--- src/design/amve_pkg.sv ---
// Shared types and constants for the adjacency matrix vertex/arc edit block.
package amve_pkg;

    // Geometry
    localparam int MAX_VERTICES = 64;
    localparam int ROW_W        = 64;
    localparam int POS_W        = 6;
    localparam int CNT_W        = 7;

    // Cycles from request acceptance until the selected row reaches the chain tail
    localparam int LOAD_AT = MAX_VERTICES + 1;
    localparam int WAIT_W  = $clog2(LOAD_AT + 1);

    // Request codes carried in s_axis tuser
    typedef enum logic [2:0] {
        REQ_INS_VERTEX = 3'd0,
        REQ_INS_ARC    = 3'd1,
        REQ_DEL_VERTEX = 3'd2,
        REQ_DEL_ARC    = 3'd3,
        REQ_READ_ROW   = 3'd4
    } t_req;

    // Operation broadcast to every row cell
    typedef enum logic [2:0] {
        CELL_NOP,
        CELL_CLEAR,
        CELL_SET,
        CELL_UNSET,
        CELL_DEL
    } t_cell_op;

    typedef struct packed {
        t_cell_op         op;
        logic [POS_W-1:0] p;     // target position (row, or column for clear/delete)
        logic [POS_W-1:0] q;     // arc column
        logic [POS_W-1:0] last;  // last active position before a delete
        logic [POS_W-1:0] sel;   // row picked up by the readout chain
    } t_cell_cmd;

endpackage

--- src/design/amve_ctrl.sv ---
// Request decode, vertex count, configuration registers and result register.
module amve_ctrl import amve_pkg::*; (
    input  logic             i_clk,
    input  logic             i_rst_n,
    // request
    input  logic             i_req_valid,
    output logic             o_req_ready,
    input  logic [2:0]       i_req_type,
    input  logic [6:0]       i_vertex_a,
    input  logic [6:0]       i_vertex_b,
    // result
    output logic             o_res_valid,
    input  logic             i_res_ready,
    output logic [ROW_W-1:0] o_row_bits,
    output logic [CNT_W-1:0] o_vertex_total,
    output logic             o_range_error,
    // configuration
    input  logic             i_psel,
    input  logic             i_penable,
    input  logic             i_pwrite,
    input  logic [2:0]       i_paddr,
    input  logic [31:0]      i_pwdata,
    output logic [31:0]      o_prdata,
    // row cells
    output t_cell_cmd        o_cmd,
    input  logic [ROW_W-1:0] i_tail_pass
);

    typedef enum logic {
        ST_IDLE,
        ST_WAIT
    } t_state;

    t_state           r_state;
    logic [WAIT_W-1:0] r_wait;
    t_cell_cmd        r_cmd;
    logic             r_err;
    logic             r_sel_ok;
    logic [CNT_W-1:0] r_count;
    logic [5:0]       r_base;
    logic [CNT_W-1:0] r_init_cnt;
    logic             r_res_valid;
    logic [ROW_W-1:0] r_row_bits;
    logic [CNT_W-1:0] r_vertex_total;
    logic             r_range_error;

    logic             accept;
    logic             cfg_wr;
    logic [CNT_W-1:0] cfg_cnt;
    logic [6:0]       base_ext;
    logic [6:0]       diff_a;
    logic [6:0]       diff_b;
    logic             ge_a;
    logic             ok_a;
    logic             ok_b;
    t_cell_op         n_op;
    logic [POS_W-1:0] n_p;
    logic [CNT_W-1:0] n_count;
    logic             n_err;
    logic             res_free;
    logic             res_load;
    logic [ROW_W-1:0] active_mask;

    assign accept   = i_req_valid && (r_state == ST_IDLE);
    assign cfg_wr   = i_psel && i_penable && i_pwrite;
    assign res_free = !r_res_valid || i_res_ready;
    assign res_load = (r_state == ST_WAIT) && (r_wait == WAIT_W'(LOAD_AT)) && res_free;

    // Saturate the configured count at the matrix size
    assign cfg_cnt = (i_pwdata[6:0] > CNT_W'(MAX_VERTICES)) ? CNT_W'(MAX_VERTICES)
                                                           : i_pwdata[6:0];

    // Absolute vertex number to matrix position
    assign base_ext = {1'b0, r_base};
    assign diff_a   = i_vertex_a - base_ext;
    assign diff_b   = i_vertex_b - base_ext;
    assign ge_a     = i_vertex_a >= base_ext;
    assign ok_a     = ge_a && (diff_a < r_count);
    assign ok_b     = (i_vertex_b >= base_ext) && (diff_b < r_count);

    // Request decode
    always_comb begin
        n_op    = CELL_NOP;
        n_p     = diff_a[POS_W-1:0];
        n_count = r_count;
        n_err   = 1'b0;
        case (t_req'(i_req_type))
            REQ_INS_VERTEX: begin
                if (r_count >= CNT_W'(MAX_VERTICES)) begin
                    n_err = 1'b1;
                end else begin
                    n_op    = CELL_CLEAR;
                    n_p     = r_count[POS_W-1:0];
                    n_count = r_count + CNT_W'(1);
                end
            end
            REQ_INS_ARC, REQ_DEL_ARC: begin
                if (!(ok_a && ok_b)) begin
                    n_err = 1'b1;
                end else begin
                    n_op = (t_req'(i_req_type) == REQ_INS_ARC) ? CELL_SET : CELL_UNSET;
                end
            end
            REQ_DEL_VERTEX: begin
                if (!ok_a) begin
                    n_err = 1'b1;
                end else begin
                    n_op    = CELL_DEL;
                    n_count = r_count - CNT_W'(1);
                end
            end
            REQ_READ_ROW: begin
                n_err = !ok_a;
            end
            default: begin
                n_err = 1'b1;
            end
        endcase
    end

    // Only columns of active vertices are shown
    assign active_mask = (r_count >= CNT_W'(ROW_W)) ? '1
                       : ((ROW_W'(1) << r_count[POS_W-1:0]) - ROW_W'(1));

    // Sequencer, count and result register
    always_ff @(posedge i_clk) begin
        if (!i_rst_n) begin
            r_state     <= ST_IDLE;
            r_wait      <= '0;
            r_cmd       <= '{op: CELL_NOP, p: '0, q: '0, last: '0, sel: '0};
            r_err       <= 1'b0;
            r_sel_ok    <= 1'b0;
            r_count     <= '0;
            r_base      <= '0;
            r_init_cnt  <= '0;
            r_res_valid <= 1'b0;
        end else begin
            if (res_load) begin
                r_res_valid <= 1'b1;
            end else if (r_res_valid && i_res_ready) begin
                r_res_valid <= 1'b0;
            end
            if (cfg_wr) begin
                if (!i_paddr[2]) begin
                    r_base <= i_pwdata[5:0];
                end else begin
                    r_init_cnt <= cfg_cnt;
                    r_count    <= cfg_cnt;
                end
            end
            case (r_state)
                ST_IDLE: begin
                    if (accept) begin
                        r_cmd.op   <= n_op;
                        r_cmd.p    <= n_p;
                        r_cmd.q    <= diff_b[POS_W-1:0];
                        r_cmd.last <= POS_W'(r_count - CNT_W'(1));
                        r_cmd.sel  <= diff_a[POS_W-1:0];
                        r_sel_ok   <= ge_a && (diff_a < n_count);
                        r_err      <= n_err;
                        r_count    <= n_count;
                        r_wait     <= '0;
                        r_state    <= ST_WAIT;
                    end
                end
                ST_WAIT: begin
                    // the edit is applied in the first wait cycle only
                    r_cmd.op <= CELL_NOP;
                    if (r_wait != WAIT_W'(LOAD_AT)) begin
                        r_wait <= r_wait + WAIT_W'(1);
                    end else if (res_free) begin
                        r_state <= ST_IDLE;
                    end
                end
                default: begin
                    r_state <= ST_IDLE;
                end
            endcase
        end
    end

    // Result payload
    always_ff @(posedge i_clk) begin
        if (res_load) begin
            r_row_bits     <= r_sel_ok ? (i_tail_pass & active_mask) : '0;
            r_vertex_total <= r_count;
            r_range_error  <= r_err;
        end
    end

    assign o_req_ready    = (r_state == ST_IDLE);
    assign o_res_valid    = r_res_valid;
    assign o_row_bits     = r_row_bits;
    assign o_vertex_total = r_vertex_total;
    assign o_range_error  = r_range_error;
    assign o_cmd          = r_cmd;
    assign o_prdata       = i_paddr[2] ? {25'd0, r_init_cnt} : {26'd0, r_base};

endmodule

--- config.mk ---
export PLATFORM = sky130hd
export DESIGN_NAME = amve_ctrl
export DESIGN_NICKNAME = d
export VERILOG_FILES = /design/src/design/amve_pkg.sv /design/src/design/amve_ctrl.sv
export SDC_FILE = /design/constraint.sdc
export NUM_CORES = 1
export LEC_CHECK = 0
export BUFFER_PORTS_ARGS = -buffer_cell sky130_fd_sc_hd__buf_2
export CAP_MARGIN = 25
export CORE_ASPECT_RATIO = 0.9
export CORE_MARGIN = 2
export CORE_UTILIZATION = 30
export CTS_BUF_LIST = sky130_fd_sc_hd__clkbuf_4
export DETAILED_ROUTE_END_ITERATION = 8
export PLACE_DENSITY_LB_ADDON = 0.3
export SLEW_MARGIN = 10
export SYNTH_ARGS = -nofsm -noshare
export SYNTH_HDL_FRONTEND = slang
export SYNTH_SLANG_ARGS = --single-unit
--- constraint.sdc ---
create_clock -name i_clk -period 5.9 [get_ports i_clk]
set_input_delay 0.295 -clock i_clk [delete_from_list [all_inputs] [get_ports i_clk]]
set_output_delay 0.295 -clock i_clk [all_outputs]
set_load 0.02 [all_outputs]
==> summary.md, run 1 <==
| Metric | Value |
|---|---|
| Clk buf depth | 2 |
| DR pass1 iterations | 5 |
| Synth Flop Type | edfxtp_1 |
| Syn avg cell area | 8.57 sq um |
| R2R Path Start | r_base[0]$_SDFFE_PN0P_ |
| Critical R2R Capture | r_sel_ok$_SDFFE_PN0P_ |
| Crit path capture type | flop |
| Reg2Reg Depth | 22 |
| Outcome | finished clean |
| Clock Latency Late Sink | 0.60 ns |
| Register area | 0.00332 sq mm |
| Peak VDD IR | 114 uV |
| # clock sinks | 130 |
| FF-to-FF setup slack | 0.84 ns |
| Layout Nets | 1,415 |
| Final Core Density | 37.3% |
| Sequential share of power | 40.6% |
| CP startpoint | r_base[0]$_SDFFE_PN0P_ |
| Vias | 8,745 |
| PwrDens | 225 mW/mm^2 |
| TritonCTS Buffers | 17 |
| GR Util All Layers | 19.8% |
| Max-slew headroom | 38.4% |
| CTS tree | built |
| CTS Hold Bufs | 39 |
| Seq/Total Area, Yosys | 37.3% |
| Setup crit end | r_sel_ok$_SDFFE_PN0P_ |
| Max Clock Freq | 198 MHz |
| Post-CTS Repair Setup Buffers | 0 |
| Critical Path Source Type | flop |
| Die ar. | 0.0311 sq mm |
| Final Cycle Share | 85.7% |
| Number of synthesized flops with an enable pin | 72 |
| Grt ovf | 0 |
| Clk root buf | clkbuf_4 |
| Syn Inst Count | 1,039 |
| Register bit total from synthesis | 130 |
| Initial core utilization | 30.6% |
| Die X | 186 um |
| Fillers | 3,113 |
| First-pass GRT wire length | 46,900 um |
| Mapped cell area | 0.00891 sq mm |
| Yosys warnings | 0 |
| Core area | 0.0291 sq mm |
| Most common cell after layout, fill and taps aside | buf_2 |
| Logic pwr share | 32.5% |
| RSZ-0062 raised after global routing | false |
| Setup TNS | 0 ns |
| # DRC | 0 |
| Placement Rows | 59 |
| Setup Skew | 0.0244 ns |
| Power share of the clock group | 26.9% |
| Critical path required time | 6.42 ns |
| Gpl congestion | 0.908 |
| Post-route ant nets | 0 |
| Leakage | 4.28 nW |
| Worst Max-Slew Pin Slew | 0.921 ns |
| Worst-path clk slew | 0.14 ns |
| CP Class | flop to flop |
| Commonest non-fill, non-tap cells in the layout | buf_2 (203), nand2_1 (143), nor2_1 (103) |
| Average wire per standard cell | 19.0 um |
| Initial drt markers | 705 |
| P&R area growth vs syn | 21.9% |
| Largest net degree at the start of global routing | 65 |
| H-tree level count | 4 |
| Setup Viol. Count Final | 0 |
| Net Sw Frac | 38.2% |
| Die span in y | 167 um |
| Crit path DAT | 5.58 ns |
| Port bufs | 203 |
| Worst Path Max Fanout | 7 |
| Final Critical Period | 5.06 ns |
| Async SR Flop Fraction | 0% |
| Area of the multi-input gates | 0.00509 sq mm |
| Vias in the first global route | 8,168 |
| Vias per cell | 5.27 |
| Detailed placement HPWL | 22,500 um |
| Layout cells sized above 1 | 22.9% |
| Count of cell types in the netlist | 85 |
| P_sw | 0.933 mW |
| Pins Over Slew Limit | 0 |
| Hold WC Path Type | input port to flop |
| Antenna violations before repair | 1 |
| Internal power | 1.51 mW |
| CTS resizes | 0 |
| # IOs | 256 |
| Final wirelength | 31,600 um |
| Maxcap violations | 0 |
| Final hold violations | 0 |
==> cell type report <==
type	count	area share (%)
multi-input cells	812	46.8
inverters	26	0.899
repair buffers	262	14.4
well taps	396	4.56
clock inverters	15	1.42
clock buffers	17	1.18
flip-flops and latches	130	30.6
diodes	2	0.0461
==> stage by stage <==
stage                     hold WS (ns)  setup WS (ns)  total power [mW]  cells  area, sq um
after floorplan                  0.406           1.30              1.54   1063         9000
after global placement           0.441           1.05              1.77   1586        10200
after detailed placement         0.445          0.959              1.77   1587        10200
after CTS                      0.00207          0.908              2.45   1658        10900
after global routing           0.00715          0.431              2.56   1659        10900
final                           0.0403          0.843              2.44   1660        10900
==> sequential cells by signal, summed over array words and instances, names as in the netlist <==
register	count
o_vertex_total	7
o_row_bits	64
o_range_error	1
o_res_valid	1
r_count	7
r_init_cnt	7
o_cmd	27
r_wait	7
r_err	1
r_base	6
r_state	1
r_sel_ok	1
==> cells by family after synthesis <==
kind of cell	count (synthesis)	share of synthesized area, %
compound gates	297	22.5
xor+xnor	41	4.03
fa+ha+maj	43	6.21
buf+inv	121	6.69
flops	130	37.3
mux	14	1.64
other cells	1	0.0421
simple gates	392	21.5
==> cells in the mapped netlist, drive strengths merged, types with 8 or more instances <==
cell type / instances / area (sq um)
a211oi: 18 / 135
a21o: 13 / 97.6
a21oi: 98 / 490
a221oi: 8 / 82.6
a311oi: 9 / 96.4
a31oi: 18 / 128
and2: 8 / 50.1
buf: 45 / 310
clkbuf: 50 / 188
dfxtp: 58 / 1160
edfxtp: 72 / 2160
ha: 41 / 513
inv: 26 / 97.6
mux2i: 9 / 90.1
nand2: 144 / 548
nand2b: 10 / 62.6
nand3: 25 / 125
nand4: 17 / 106
nor2: 105 / 404
nor2b: 13 / 81.3
nor3: 22 / 110
o211a: 8 / 80.1
o21ai: 52 / 264
o311a: 11 / 110
or3: 9 / 56.3
xnor2: 24 / 210
xor2: 17 / 149
==> worst min path at each step <==
stage / cells past startpoint / endpoint / slack [ns] / start
final: 3 / o_cmd[25]$_SDFFE_PN0P_ / 0.04 / i_req_valid
after global routing: 3 / o_row_bits[48]$_SDFFCE_PN0P_ / 0.007 / i_tail_pass[48]
after CTS: 3 / r_base[4]$_SDFFE_PN0P_ / 0.002 / i_pwdata[4]
after detailed placement: 2 / o_cmd[18]$_SDFFE_PN0P_ / 0.45 / o_cmd[18]$_SDFFE_PN0P_
after global placement: 2 / o_cmd[20]$_SDFFE_PN0P_ / 0.44 / o_cmd[20]$_SDFFE_PN0P_
after floorplan: 0 / o_vertex_total[6]$_DFFE_PP_ / 0.41 / r_count[6]$_SDFF_PN0_
==> critical path: stages, from the launching register on <==
cell,delay (ns)
dfxtp_1,0.45
ha_1,0.19
inv_1,0.06
fa_1,0.41
a21o_1,0.18
a21oi_1,0.22
o21bai_1,0.09
a21oi_1,0.18
xor2_1,0.31
ha_1,0.31
o21ai_0,0.09
nor2_1,0.09
nor4b_2,0.56
and2_1,0.40
o21ai_0,0.14
a31oi_1,0.23
mux2_2,0.19
ha_1,0.23
a21oi_1,0.13
nor2b_1,0.06
o21ai_0,0.16
o2111ai_1,0.12
o21ai_0,0.18
==> layer usage <==
layer | vias to the layer above | wire (um) | track usage (%)
met1 | 4095 | 13600 | 25.8
met4 | 0 | 743 | 6.09
met2 | 410 | 14500 | 32.2
met5 | - | 0 | 0
met3 | 51 | 2690 | 4.92
li1 | 4189 | - | -
==> power by group through the flow <==
stage,logic (mW),registers [mW],clock network [mW]
final,0.793,0.990,0.656
after global routing,0.865,0.993,0.705
after CTS,0.788,0.989,0.674
after detailed placement,0.765,1.01,0
after global placement,0.759,1.01,0
after floorplan,0.515,1.02,0
Note: power is estimated with default switching activity, not from simulation.
==> run 2: changes to the inputs <==
--- a/config.mk
+++ b/config.mk
@@ -9,11 +9,10 @@
 export CAP_MARGIN = 25
 export CORE_ASPECT_RATIO = 0.9
 export CORE_MARGIN = 2
-export CORE_UTILIZATION = 30
-export CTS_BUF_LIST = sky130_fd_sc_hd__clkbuf_4
+export CORE_UTILIZATION = 50
+export CTS_BUF_LIST = sky130_fd_sc_hd__clkbuf_4 sky130_fd_sc_hd__clkbuf_8
 export DETAILED_ROUTE_END_ITERATION = 8
 export PLACE_DENSITY_LB_ADDON = 0.3
-export SLEW_MARGIN = 10
 export SYNTH_ARGS = -nofsm -noshare
 export SYNTH_HDL_FRONTEND = slang
 export SYNTH_SLANG_ARGS = --single-unit
==> summary.md, run 2 (synthesis results as in run 1) <==
| Metric | Value |
|---|---|
| Outcome | finished clean |
| Power, Total | 2.65 mW |
| PwrDens | 254 mW/mm^2 |
| Final hold violations | 0 |
| Worst Path Max Fanout | 7 |
| Setup Viol. Count Final | 0 |
| Crit path capture type | flop |
| Initial drt markers | 1,024 |
| R2R Path Start | r_base[0]$_SDFFE_PN0P_ |
| Die ar. | 0.0189 sq mm |
| RSZ-0062 raised after global routing | false |
| Max Clock Freq | 204 MHz |
| Vias per cell | 6.00 |
| Setup TNS | 0 ns |
| Leakage | 4.17 nW |
| Clk buf depth | 2 |
| # clock sinks | 130 |
| Critical path required time | 6.29 ns |
| Reg2Reg Depth | 20 |
| Final wirelength | 28,400 um |
| Vias | 8,751 |
| CP startpoint | r_base[0]$_SDFFE_PN0P_ |
| Detailed placement HPWL | 20,100 um |
| FF-to-FF setup slack | 0.99 ns |
| TritonCTS Buffers | 17 |
| Placement Rows | 46 |
| Setup crit end | r_sel_ok$_SDFFE_PN0P_ |
| Hold WC Path Type | input port to flop |
| Setup Skew | 0.00940 ns |
| Gpl congestion | 1.00 |
| Peak VDD IR | 140 uV |
| CTS Hold Bufs | 0 |
| Grt ovf | 0 |
| Die X | 145 um |
| CTS tree | built |
| Critical R2R Capture | r_sel_ok$_SDFFE_PN0P_ |
| CP Class | flop to flop |
| Core area | 0.0176 sq mm |
| M2 GR Usage | 45.6% |
| Largest net degree at the start of global routing | 70 |
| # IOs | 256 |
| Critical Path Source Type | flop |
| Maxcap violations | 0 |
| Worst Max-Slew Pin Slew | 0.966 ns |
| CTS resizes | 0 |
| Met1 Use GR | 40.9% |
| Commonest non-fill, non-tap cells in the layout | buf_2 (203), nand2_1 (143), nor2_1 (103) |
| Port bufs | 203 |
| DR pass1 iterations | 5 |
| GR Util All Layers | 29.6% |
| Clock Latency Late Sink | 0.46 ns |
| H-tree level count | 4 |
| Most common cell after layout, fill and taps aside | buf_2 |
| Final Cycle Share | 83.2% |
| P&R area growth vs syn | 16.8% |
| Antenna violations before repair | 0 |
| Post-route ant nets | 0 |
| # DRC | 0 |
| Vias in the first global route | 7,769 |
| Number of flip-flops in the largest register | 64 |
| Layout cells sized above 1 | 23.4% |
| Clk root buf | clkbuf_8 |
| Fillers | 1,610 |
| Met3 capacity usage during global routing | 6.89% |
| Crit path DAT | 5.29 ns |
| Pins Over Slew Limit | 0 |
| Layout Nets | 1,372 |
| Initial core utilization | 50.7% |
| Post-CTS Repair Setup Buffers | 0 |
| # diodes | 0 |
| Worst-path clk slew | 0.08 ns |
| GR peak layer | met2 |
| Final Critical Period | 4.91 ns |
| Average wire per standard cell | 19.4 um |
| Min Hold Slack | 0.0947 ns |
| First-pass GRT wire length | 42,800 um |
| Die span in y | 131 um |
| Max-slew headroom | 35.6% |
==> run 2: changes by cell type in the layout (fill, tap and decap cells not counted) <==
cell and delta:
dlygate4sd3_1 -39, clkbuf_8 +17, clkbuf_4 -15, inv_6 -4, inv_2 -1, clkinv_2 -1
clkinvlp_4 -1, clkinv_4 +1, inv_4 +1, buf_4 -3, buf_12 -1, bufinv_16 +3
diode_2 -2
==> run 2: worst min path at each step <==
| stage | depth (start not counted) | end | slack, ns | from |
|---|---|---|---|---|
| 2_1_floorplan | 0 | o_vertex_total[6]$_DFFE_PP_ | 0.41 | r_count[6]$_SDFF_PN0_ |
| 3_3_place_gp | 0 | o_range_error$_DFFE_PP_ | 0.44 | r_err$_SDFFE_PN0P_ |
| 3_5_place_dp | 2 | o_cmd[20]$_SDFFE_PN0P_ | 0.44 | o_cmd[20]$_SDFFE_PN0P_ |
| 4_1_cts | 3 | r_base[3]$_SDFFE_PN0P_ | 0.07 | i_pwdata[3] |
| 5_1_grt | 3 | r_base[4]$_SDFFE_PN0P_ | 0.10 | i_pwdata[4] |
| 6_report | 3 | r_base[0]$_SDFFE_PN0P_ | 0.09 | i_pwdata[0] |
==> run 2: metal layers <==
metal	part of all wire (%)	routed length, um	up-vias
met5	0	0	-
met4	2.6	748	0
met3	9.4	2680	68
met2	45	12800	495
met1	43	12100	4097
li1	-	-	4091
==> run 2: power by group <==
group / switching, mW / internal (mW)
clock network: 0.377 / 0.514
logic: 0.504 / 0.258
registers: 0.0183 / 0.974
total: 0.899 / 1.75
==> run 2: cell type report <==
class	count	area (sq um)	area share, %
clock buffers	19	249	2.39
clock inverters	13	208	2.00
inverters	26	97.6	0.938
multi-input cells	812	5090	48.9
flip-flops and latches	130	3320	32.0
well taps	240	300	2.89
repair buffers	219	1140	10.9
==> run 2: worst max-delay path, stage by stage, from the launching register on <==
cell and delay, ns:
dfxtp_1 0.41, ha_1 0.19, inv_1 0.06, fa_1 0.40, a21o_1 0.18, a21oi_1 0.21
xnor2_1 0.31, ha_1 0.36, a211oi_1 0.25, nor2_1 0.11, nor4b_2 0.53, and2_1 0.36
o21ai_0 0.13, a31oi_1 0.27, mux2_2 0.20, ha_1 0.23, a21oi_1 0.13, nor2b_1 0.06
o21ai_0 0.16, o2111ai_1 0.13, o21ai_0 0.16
==> run 2: per-stage QoR <==
stage / setup WS [ns] / cells / instance area (sq um) / utilization (%)
final: 0.993 / 1459 / 10400 / 59.3
after global routing: 0.581 / 1459 / 10400 / 59.3
after CTS: 1.09 / 1459 / 10400 / 59.3
after detailed placement: 1.08 / 1427 / 9950 / 56.7
after global placement: 1.14 / 1427 / 9950 / 56.7
after floorplan: 1.30 / 1063 / 9000 / -
